[config.mk]
export PLATFORM = sky130hd
export DESIGN_NAME = scae_div_step
export DESIGN_NICKNAME = d
export VERILOG_FILES = /design/src/rtl/scae_pkg.sv /design/src/rtl/scae_div_step.sv
export SDC_FILE = /design/constraint.sdc
export NUM_CORES = 1
export LEC_CHECK = 0
export BUFFER_PORTS_ARGS = -buffer_cell sky130_fd_sc_hd__buf_2
export CAP_MARGIN = 20
export CORE_AREA = 2 2 158 160
export CTS_BUF_LIST = sky130_fd_sc_hd__clkbuf_4 sky130_fd_sc_hd__clkbuf_8
export DETAILED_ROUTE_END_ITERATION = 16
export DIE_AREA = 0 0 160 162
export PLACE_DENSITY = 0.74
export SLEW_MARGIN = 20
export SYNTH_ARGS = -nofsm -noshare
export SYNTH_HDL_FRONTEND = slang
export SYNTH_SLANG_ARGS = --single-unit
export TNS_END_PERCENT = 50
[constraint.sdc]
create_clock -name clk -period 0.8 [get_ports clk]
set_clock_uncertainty 0.1 [all_clocks]
set_input_delay 0.04 -clock clk [delete_from_list [all_inputs] [get_ports clk]]
set_output_delay 0.04 -clock clk [all_outputs]
set_load 0.01 [all_outputs]
[src/rtl/scae_pkg.sv]
// ----------------------------------------------------------------------------
// scae_pkg
// Types, opcodes and constants shared by the stack-carry ALU execute pipeline.
// ----------------------------------------------------------------------------
package scae_pkg;

	localparam int DATA_W = 16;
	localparam int EXT_W = 32;
	localparam int DIV_BITS = 2;
	localparam int DIV_STAGES = EXT_W / DIV_BITS;

	localparam logic [7:0] OP_NOP  = 8'h00;
	localparam logic [7:0] OP_MOV  = 8'h01;
	localparam logic [7:0] OP_SWAP = 8'h02;
	localparam logic [7:0] OP_ADD  = 8'h20;
	localparam logic [7:0] OP_SUB  = 8'h21;
	localparam logic [7:0] OP_MUL  = 8'h22;
	localparam logic [7:0] OP_DIV  = 8'h23;
	localparam logic [7:0] OP_MOD  = 8'h24;
	localparam logic [7:0] OP_AND  = 8'h25;
	localparam logic [7:0] OP_XOR  = 8'h26;
	localparam logic [7:0] OP_OR   = 8'h27;
	localparam logic [7:0] OP_SHL  = 8'h28;
	localparam logic [7:0] OP_SHR  = 8'h29;
	localparam logic [7:0] OP_UMUL = 8'h30;
	localparam logic [7:0] OP_UDIV = 8'h31;
	localparam logic [7:0] OP_UMOD = 8'h32;
	localparam logic [7:0] OP_USHL = 8'h33;
	localparam logic [7:0] OP_USHR = 8'h34;
	localparam logic [7:0] OP_NOT  = 8'h40;
	localparam logic [7:0] OP_INC  = 8'h41;
	localparam logic [7:0] OP_DEC  = 8'h42;
	localparam logic [7:0] OP_CMP  = 8'h60;
	localparam logic [7:0] OP_JE   = 8'h70;
	localparam logic [7:0] OP_JNE  = 8'h71;
	localparam logic [7:0] OP_JLT  = 8'h72;
	localparam logic [7:0] OP_JLE  = 8'h73;
	localparam logic [7:0] OP_JGT  = 8'h74;
	localparam logic [7:0] OP_JGE  = 8'h75;
	localparam logic [7:0] OP_IDLE0 = 8'h80;
	localparam logic [7:0] OP_IDLE3 = 8'h83;

	localparam logic [2:0] AM_IMM16 = 3'd0;
	localparam logic [2:0] AM_IMM8  = 3'd1;
	localparam logic [2:0] AM_DIR16 = 3'd2;
	localparam logic [2:0] AM_DIR8  = 3'd3;
	localparam logic [2:0] AM_IND16 = 3'd4;
	localparam logic [2:0] AM_IND8  = 3'd5;

	localparam logic [2:0] SM_NONE = 3'd0;
	localparam logic [2:0] SM_POP  = 3'd1;
	localparam logic [2:0] SM_PUSH = 3'd2;
	localparam logic [2:0] SM_BOTH = 3'd3;

	localparam logic [1:0] WK_NONE = 2'd0;
	localparam logic [1:0] WK_WORD = 2'd1;
	localparam logic [1:0] WK_BYTE = 2'd2;

	localparam logic [2:0] FLT_OK    = 3'd0;
	localparam logic [2:0] FLT_OPC   = 3'd1;
	localparam logic [2:0] FLT_LEFT  = 3'd2;
	localparam logic [2:0] FLT_DIV0  = 3'd3;
	localparam logic [2:0] FLT_ADDR  = 3'd4;

	localparam logic [1:0] SEL_RES = 2'd0;
	localparam logic [1:0] SEL_QUO = 2'd1;
	localparam logic [1:0] SEL_REM = 2'd2;

	typedef struct packed {
		logic [2:0]        fault;
		logic              alu;
		logic [1:0]        wk;
		logic              pop;
		logic              push;
		logic [DATA_W-1:0] pd;
		logic              jump;
		logic [DATA_W-1:0] jtgt;
		logic [1:0]        sel;
		logic [EXT_W-1:0]  res;
		logic [EXT_W-1:0]  addend;
	} ctl_t;

endpackage

[src/rtl/scae_div_step.sv]
// ----------------------------------------------------------------------------
// scae_div_step
// One restoring-division stage: retires DIV_BITS quotient bits per cycle while adv is high.
// ----------------------------------------------------------------------------
module scae_div_step (
	input  logic                         clk,
	input  logic                         arst_n,
	input  logic                         adv,
	input  logic                         vin,
	input  scae_pkg::ctl_t               ctl_in,
	input  logic [2*scae_pkg::EXT_W-1:0] rq_in,
	input  logic [scae_pkg::EXT_W-1:0]   d_in,
	output logic                         v_q,
	output scae_pkg::ctl_t               ctl_q,
	output logic [2*scae_pkg::EXT_W-1:0] rq_q,
	output logic [scae_pkg::EXT_W-1:0]   d_q
);

	localparam int X = scae_pkg::EXT_W;

	logic [2*X-1:0] rq;
	logic [2*X:0]   sh;
	logic [X:0]     diff;

	always_comb begin
		rq = rq_in;
		sh = '0;
		diff = '0;
		for (int i = 0; i < scae_pkg::DIV_BITS; i++) begin
			sh = {rq, 1'b0};
			diff = sh[2*X:X] - {1'b0, d_in};
			if (!diff[X])
				rq = {diff[X-1:0], sh[X-1:1], 1'b1};
			else
				rq = sh[2*X-1:0];
		end
	end

	always_ff @(posedge clk or negedge arst_n) begin
		if (!arst_n)
			v_q <= 1'b0;
		else if (adv)
			v_q <= vin;
	end

	always_ff @(posedge clk) begin
		if (adv) begin
			ctl_q <= ctl_in;
			rq_q <= rq;
			d_q <= d_in;
		end
	end

endmodule

==> results of run 1 <==
-- cell usage in the layout (no fill, tap or decap), types with 18 or more instances in the layout --
master / instances
sky130_fd_sc_hd__a21o_1: 18
sky130_fd_sc_hd__dlygate4sd3_1: 173
sky130_fd_sc_hd__a21oi_1: 58
sky130_fd_sc_hd__ha_1: 55
sky130_fd_sc_hd__o21ai_0: 41
sky130_fd_sc_hd__xnor2_1: 33
sky130_fd_sc_hd__clkbuf_8: 38
sky130_fd_sc_hd__buf_2: 390
sky130_fd_sc_hd__mux2_4: 32
sky130_fd_sc_hd__buf_6: 21
sky130_fd_sc_hd__inv_1: 46
sky130_fd_sc_hd__nor2_1: 42
sky130_fd_sc_hd__buf_4: 290
sky130_fd_sc_hd__edfxtp_1: 203
sky130_fd_sc_hd__nand2_1: 61
-- state kept, by name, summed over array words and instances, names as in the netlist --
register / cells
d_q: 32
rq_q: 64
ctl_q: 107
v_q: 1
-- logic make-up (layout without fill, tap and decap cells) --
| logic type | after synthesis | count (layout) | synth area share |
|---|---|---|---|
| buffers and inverters | 60 | 1003 | 0.02421 |
| AND/OR/NAND/NOR | 155 | 155 | 0.06764 |
| XOR/XNOR | 51 | 51 | 0.04599 |
| multiplexers | 47 | 47 | 0.05985 |
| AO/OA/AOI/OAI | 199 | 199 | 0.1254 |
| flip-flops | 204 | 204 | 0.5951 |
| other | 0 | 3 | 0 |
| adder cells (fa/ha/maj) | 66 | 66 | 0.08175 |
-- cells in the mapped netlist, types with 5 or more instances --
cell type / count / area [sq um]
sky130_fd_sc_hd__a211oi_1: 5 / 37.54
sky130_fd_sc_hd__a21o_1: 18 / 135.1
sky130_fd_sc_hd__a21oi_1: 61 / 305.3
sky130_fd_sc_hd__clkbuf_1: 7 / 26.28
sky130_fd_sc_hd__edfxtp_1: 203 / 6096
sky130_fd_sc_hd__ha_1: 64 / 800.8
sky130_fd_sc_hd__inv_1: 49 / 183.9
sky130_fd_sc_hd__mux2_2: 12 / 135.1
sky130_fd_sc_hd__mux2_4: 26 / 390.4
sky130_fd_sc_hd__mux2i_1: 9 / 90.09
sky130_fd_sc_hd__nand2_1: 61 / 229.0
sky130_fd_sc_hd__nand2b_1: 6 / 37.54
sky130_fd_sc_hd__nand3_1: 7 / 35.03
sky130_fd_sc_hd__nor2_1: 42 / 157.7
sky130_fd_sc_hd__nor2b_1: 11 / 68.82
sky130_fd_sc_hd__nor3_1: 11 / 55.05
sky130_fd_sc_hd__o211ai_1: 6 / 45.04
sky130_fd_sc_hd__o21a_1: 11 / 82.58
sky130_fd_sc_hd__o21ai_0: 50 / 250.2
sky130_fd_sc_hd__o21bai_1: 7 / 52.55
sky130_fd_sc_hd__xnor2_1: 33 / 289.0
sky130_fd_sc_hd__xor2_1: 16 / 140.1
-- routing by layer --
metal | GRT usage | up-vias | share of wire
li1 | - | 4809 | -
met1 | 0.3356 | 4953 | 0.37
met2 | 0.5425 | 492 | 0.50
met3 | 0.07380 | 143 | 0.071
met4 | 0.1364 | 6 | 0.054
met5 | 0 | - | 0.00093
-- layout make-up --
class	instances	area [sq um]	area share
antenna	3	7.507	0.0004160
clock buffer	47	584.3	0.03238
clock inverter	15	108.9	0.006032
inverter	49	196.4	0.01089
multi-input combinational	518	4149	0.2299
sequential	204	6121	0.3392
tap	324	405.4	0.02246
timing repair buffer	892	6474	0.3587
-- power breakdown --
| group | switching (W) | leakage (nW) | internal [W] |
|---|---|---|---|
| Combinational | 0.00787 | 6.02 | 0.00972 |
| Clock | 0.00461 | 0.364 | 0.00514 |
| Sequential | 0.000544 | 2.00 | 0.0136 |
-- worst max-delay path, stage by stage --
cell and delay (ns):
sky130_fd_sc_hd__buf_12 0.11, sky130_fd_sc_hd__inv_12 0.04, sky130_fd_sc_hd__ha_4 0.12, sky130_fd_sc_hd__inv_2 0.04
sky130_fd_sc_hd__fa_2 0.36, sky130_fd_sc_hd__a211oi_4 0.24, sky130_fd_sc_hd__o211ai_2 0.14, sky130_fd_sc_hd__a31oi_2 0.20
sky130_fd_sc_hd__nor2b_2 0.07, sky130_fd_sc_hd__a311o_2 0.35, sky130_fd_sc_hd__a31oi_4 0.27, sky130_fd_sc_hd__xor2_4 0.28
sky130_fd_sc_hd__buf_12 0.17, sky130_fd_sc_hd__mux2_4 0.32, sky130_fd_sc_hd__ha_4 0.22, sky130_fd_sc_hd__a21o_1 0.18
sky130_fd_sc_hd__o21a_1 0.20, sky130_fd_sc_hd__or3_1 0.34, sky130_fd_sc_hd__o211a_1 0.17, sky130_fd_sc_hd__a21oi_2 0.18
sky130_fd_sc_hd__o21ai_2 0.10, sky130_fd_sc_hd__a311oi_2 0.22, sky130_fd_sc_hd__buf_4 0.18, sky130_fd_sc_hd__xor2_4 0.20
sky130_fd_sc_hd__buf_4 0.17, sky130_fd_sc_hd__buf_16 0.14, sky130_fd_sc_hd__mux2_4 0.31
-- metrics by stage --
stage               power [W]  setup WS, ns  cell area (sq um)  hold slack (ns)  TNS (ns)
floorplan             0.02203        -4.603              10370          -0.3556   -152.19
global placement      0.02830        -4.895              14910          -0.2850   -196.23
detailed placement    0.02860        -5.113              14910          -0.2818   -203.47
CTS                   0.04065        -4.237              17840          -0.1839   -225.89
global route          0.04321        -4.544              18050          -0.1885   -240.45
finish                0.04149        -4.397              18050          -0.1730   -226.97
-- worst max-delay path by stage --
| stage | start | to | slack [ns] | cells after the start |
|---|---|---|---|---|
| global placement | rq_in[31] | rq_q[34] | -4.89 | 29 |
| CTS | rq_in[31] | rq_q[60] | -4.24 | 27 |
| detailed placement | rq_in[31] | rq_q[63] | -5.11 | 29 |
| global route | rq_in[31] | rq_q[56] | -4.54 | 30 |
| floorplan | rq_in[31] | rq_q[36] | -4.60 | 24 |
| finish | rq_in[31] | rq_q[56] | -4.40 | 27 |
-- timing repair --
action                                 CTS  global route
resized for setup                       56            32
endpoints found under the hold margin  208            17
buffers inserted                        23             8
cloned                                   4             1
pin swaps                                9             4
setup endpoints to repair              239           239
==> impl_summary.log, run 1 <==
INFO  metric status = complete, but fails checks
INFO  metric violations = negative hold slack, negative setup slack
INFO  metric timing.rr.end = v_q
INFO  metric worstMarginPinSlew = 0.6387 ns
INFO  metric async_reset_ff_frac = 0.004902
INFO  metric clk_latency = 0.54 ns
INFO  metric cts-buffers-inserted = 36
INFO  metric hold_start = adv
INFO  metric synth_enable_flop_cells = 203
INFO  metric die-area = 25920 sq um
INFO  metric coreArea = 24110 sq um
INFO  metric clk_root_buffer_cell = sky130_fd_sc_hd__clkbuf_8
INFO  metric cts_hold_buf = 173
INFO  metric p_leak = 8.380 nW
INFO  metric final-setup-viol-count = 239
INFO  metric htree_num_levels = 2
INFO  metric cts.sink_count = 204
INFO  metric nFillCells = 1571
INFO  metric whs = -0.1730 ns
INFO  metric vias_after_detailed_routing = 10403
INFO  metric final_hold_viol_count = 17
INFO  metric placement_row_count = 57
INFO  metric critPathKind = in -> reg
INFO  metric setup.worst_path.end_class = register
INFO  metric cts.clk_slew.worst_paths = 0.07 ns
INFO  metric dieWidth = 160 um
INFO  metric max_clock_freq = 192.4 MHz
INFO  metric post-route-worst-setup-slack = -4.397 ns
INFO  metric dr.first_iter.drc_count = 794
INFO  metric die_height = 162 um
INFO  metric cp.arrival = 5.37 ns
INFO  metric wire_per_inst = 19.96 um
INFO  metric area_delta_synth_final = 75.46%
INFO  metric gpl.final_weighted_congestion = 0.9388
INFO  metric route.detailed.drc = 0
INFO  metric reg2reg_slack = -0.12 ns
INFO  metric layout_worst_path_cycle_share = 6.496
INFO  metric place.detailed.hpwl = 27400 um
INFO  metric max-vdd-ir-drop = 1.130 mV
INFO  metric io-pin-count = 411
INFO  metric dp_cells = 1779
INFO  metric r2r-start = v_q
INFO  metric synthesized_net_count = 1055
INFO  metric detail_route.wirelength = 40950 um
INFO  metric globalRouteTotalUtil = 0.3000
INFO  metric starting_density_of_the_core = 0.4267
INFO  metric finalCriticalPeriod = 5.197 ns
INFO  metric synth_warnings = 0
INFO  metric grt_first_pass_wirelength = 59710 um
INFO  metric power_density = 2299 nW/um^2
INFO  metric finish.net_count = 1974
INFO  metric cp.required = 0.98 ns
INFO  metric slew_headroom = 0.5697
INFO  metric classification_of_the_worst_slack_hold_path = in -> reg
INFO  metric first_global_vias = 10722
INFO  metric rsz0062_at_grt = yes
INFO  metric antenna_found_initial = 7
INFO  metric max_cap_viol_count = 0
INFO  metric synth.yosys.seq_area_share = 0.5951
INFO  metric clock_tree.buffer_depth = 3
INFO  metric drt-vias-per-instance = 5.070
INFO  metric yosys_most_used_dff = sky130_fd_sc_hd__edfxtp_1
INFO  metric timing.critical_path.from_type = input port
INFO  metric slew_viols_final = 0
INFO  metric grt_max_degree = 29
INFO  metric antenna_left = 0
INFO  metric timing.hold.worst_path_depth = 1
INFO  metric final_layout_size_suffix_gt1_frac = 0.4980
INFO  metric dr.pass1.iters = 5
INFO  metric syn-mean-instance-area = 13.15 sq um
INFO  metric hold-path-endpoint = ctl_q[21]
INFO  metric syn_area = 10280 sq um
INFO  metric synth_cell_type_count = 64
INFO  metric grt_overflow = 0
INFO  metric postSynthRegisterBits = 204
INFO  metric syn_inst = 782
INFO  metric timing.critical_path.fanout_max = 8
INFO  metric port-buffer-count = 410
INFO  metric reg2reg_depth = 1
INFO  metric fin_cells = 2052
INFO  metric finish.utilization = 0.7486
INFO  metric tritoncts_clock_tree = built
Note: power is estimated with default switching activity, not from simulation.
==> run 2: changes to the inputs <==
--- a/config.mk
+++ b/config.mk
@@ -7,11 +7,11 @@
 export LEC_CHECK = 0
 export BUFFER_PORTS_ARGS = -buffer_cell sky130_fd_sc_hd__buf_2
 export CAP_MARGIN = 20
-export CORE_AREA = 2 2 158 160
+export CORE_AREA = 2 2 159 161
 export CTS_BUF_LIST = sky130_fd_sc_hd__clkbuf_4 sky130_fd_sc_hd__clkbuf_8
 export DETAILED_ROUTE_END_ITERATION = 16
-export DIE_AREA = 0 0 160 162
-export PLACE_DENSITY = 0.74
+export DIE_AREA = 0 0 161 163
+export PLACE_DENSITY = 0.71
 export SLEW_MARGIN = 20
 export SYNTH_ARGS = -nofsm -noshare
 export SYNTH_HDL_FRONTEND = slang
==> constraint.sdc (replaced) <==
create_clock -name clk -period 6 [get_ports clk]
set_clock_uncertainty 0.1 [all_clocks]
set_input_delay 0.3 -clock clk [delete_from_list [all_inputs] [get_ports clk]]
set_output_delay 0.3 -clock clk [all_outputs]
set_load 0.01 [all_outputs]
==> impl_summary.log, run 2 (synthesized netlist as in run 1, its figures left out) <==
INFO  metric status = finished, final reports clean
INFO  metric wire_per_inst = 19.17 um
INFO  metric timing.critical_path.fanout_max = 8
INFO  metric clk_root_buffer_cell = sky130_fd_sc_hd__clkbuf_8
INFO  metric cts.sink_count = 204
INFO  metric detail_route.wirelength = 35210 um
INFO  metric worstMarginPinSlew = 0.9702 ns
INFO  metric antenna_found_initial = 5
INFO  metric largest_reg_flops = 107
INFO  metric power_density = 318.9 nW/um^2
INFO  metric dieWidth = 161 um
INFO  metric critPathKind = in -> reg
INFO  metric coreArea = 24670 sq um
INFO  metric htree_num_levels = 2
INFO  metric dr.first_iter.drc_count = 572
INFO  metric classification_of_the_worst_slack_hold_path = in -> reg
INFO  metric reg2reg_slack = 5.13 ns
INFO  metric die_height = 163 um
INFO  metric placement_row_count = 58
INFO  metric critical_path.slowest_cell = sky130_fd_sc_hd__dlygate4sd3_1
INFO  metric drt-vias-per-instance = 5.001
INFO  metric finish.net_count = 1754
INFO  metric max-vdd-ir-drop = 0.2064 mV
INFO  metric clk_latency = 0.53 ns
INFO  metric vias_after_detailed_routing = 9187
INFO  metric antenna_left = 0
INFO  metric gpl.final_weighted_congestion = 0.9169
INFO  metric final_hold_viol_count = 0
INFO  metric setup.worst_path.end_class = register
INFO  metric final-setup-viol-count = 0
INFO  metric layout.cells.most_common = sky130_fd_sc_hd__buf_2
INFO  metric tritoncts_clock_tree = built
INFO  metric p_leak = 7.181 nW
INFO  metric dr.pass1.iters = 5
INFO  metric port-buffer-count = 410
INFO  metric area_delta_synth_final = 56.73%
INFO  metric nFillCells = 1859
INFO  metric clock_tree.buffer_depth = 3
INFO  metric max_clock_freq = 172.5 MHz
INFO  metric grt_max_degree = 83
INFO  metric globalRouteTotalUtil = 0.2522
INFO  metric dp_worst_setup_slack = -0.2478 ns
INFO  metric post-route-worst-setup-slack = 0.2012 ns
INFO  metric route.detailed.drc = 0
INFO  metric most-common-layout-cells = sky130_fd_sc_hd__buf_2 (408), sky130_fd_sc_hd__edfxtp_1 (203), sky130_fd_sc_hd__dlygate4sd3_1 (172)
INFO  metric finalCriticalPeriod = 5.799 ns
INFO  metric place.detailed.hpwl = 24510 um
INFO  metric max_cap_viol_count = 0
INFO  metric timing.critical_path.slowest_cell_delay = 0.53 ns
INFO  metric whs = 0.07956 ns
INFO  metric grt_overflow = 0
INFO  metric timing.critical_path.from_type = input port
INFO  metric cp.required = 6.15 ns
INFO  metric cts-buffers-inserted = 36
INFO  metric first_global_vias = 9178
INFO  metric cts.clk_slew.worst_paths = 0.05 ns
INFO  metric grt_first_pass_wirelength = 50950 um
INFO  metric starting_density_of_the_core = 0.4168
INFO  metric final_layout_size_suffix_gt1_frac = 0.4233
INFO  metric regMostFlops = ctl_q
INFO  metric slew_headroom = 0.3532
INFO  metric die-area = 26240 sq um
INFO  metric cp.arrival = 5.95 ns
INFO  metric io-pin-count = 411
INFO  metric slew_viols_final = 0
INFO  metric layout_worst_path_cycle_share = 0.9665
INFO  metric biggestRegsByFlops = ctl_q: 107 flops, rq_q: 64 flops, d_q: 32 flops
## run 2: changes by cell type in the layout (fill, tap and decap cells not counted), sizes merged
cell | before | now
bufbuf | 1 | 0
buf | 716 | 499
bufinv | 1 | 3
diode | 3 | 2
clkinv | 10 | 12
clkbuf | 49 | 45
inv | 51 | 50
dlygate4sd3 | 173 | 172
## run 2: final timing paths
check | from | endpoint | cells past startpoint
setup / recovery | d_in[4] | rq_q[39] | 26
hold / removal | rq_in[30] | rq_q[32] | 3
setup reg to reg | v_q | v_q | 1
hold reg to reg | v_q | v_q | 1
max in group asynchronous | arst_n | v_q | 3
min in group asynchronous | arst_n | v_q | 3
## run 2: per-stage QoR
stage,total power (W),instances,cell area (sq um),TNS [ns],utilization
floorplan,0.002921,782,10280,0,-
global placement,0.003549,1583,13300,-1.538,0.5388
detailed placement,0.003577,1583,13300,-5.889,0.5388
CTS,0.005019,1817,15740,0,0.6379
global route,0.005394,1836,16120,-0.7015,0.6532
finish,0.005140,1837,16120,0,0.6533
## run 2: layer usage
metal / vias to the layer above / global-route usage / wire length, um / part of all wire
li1: 4359 / - / - / -
met1: 4365 / 0.2931 / 13680 / 0.39
met2: 369 / 0.4436 / 17560 / 0.50
met3: 90 / 0.06162 / 2425 / 0.069
met4: 4 / 0.1120 / 1523 / 0.043
met5: - / 0 / 27 / 0.00077
## run 2: report_power, final
part | total (W) | switching [W] | internal, W
Combinational | 0.00192 | 0.000915 | 0.00101
Clock | 0.00134 | 0.000600 | 0.000744
Sequential | 0.00187 | 0.0000603 | 0.00181
Total | 0.00514 | 0.00158 | 0.00356
## run 2: repair_timing
| action | 4_1_cts | 5_1_grt |
|---|---|---|
| gates resized for setup | 0 | 43 |
| endpoints found under the hold margin | 171 | 0 |
| hold buffers | 172 | 0 |
| setup buffers | 0 | 19 |
| setup endpoints to repair | 0 | 32 |
## run 2: worst max-delay path, delay by kind of cell
| kind | cells | cell delay, ns |
|---|---|---|
| xor gates and xnor gates | 2 | 0.44 |
| muxes | 2 | 0.67 |
| buffers and inverters | 7 | 1.38 |
| AOI/OAI and AO/OA | 11 | 2.24 |
| and+or+nand+nor | 2 | 0.42 |
| adders and majority gates | 2 | 0.46 |
## run 2: area by class of cell
cell class                      instances  area (sq um)  share of cell area
Multi-Input combinational cell        518          4128              0.2561
Tap cell                              330         412.9             0.02562
Inverter                               49         186.4             0.01157
Timing Repair Buffer                  672          4543              0.2818
Clock inverter                         18         167.7             0.01040
Antenna cell                            2         5.005           0.0003105
Sequential cell                       204          6121              0.3797
Clock buffer                           44         555.5             0.03446
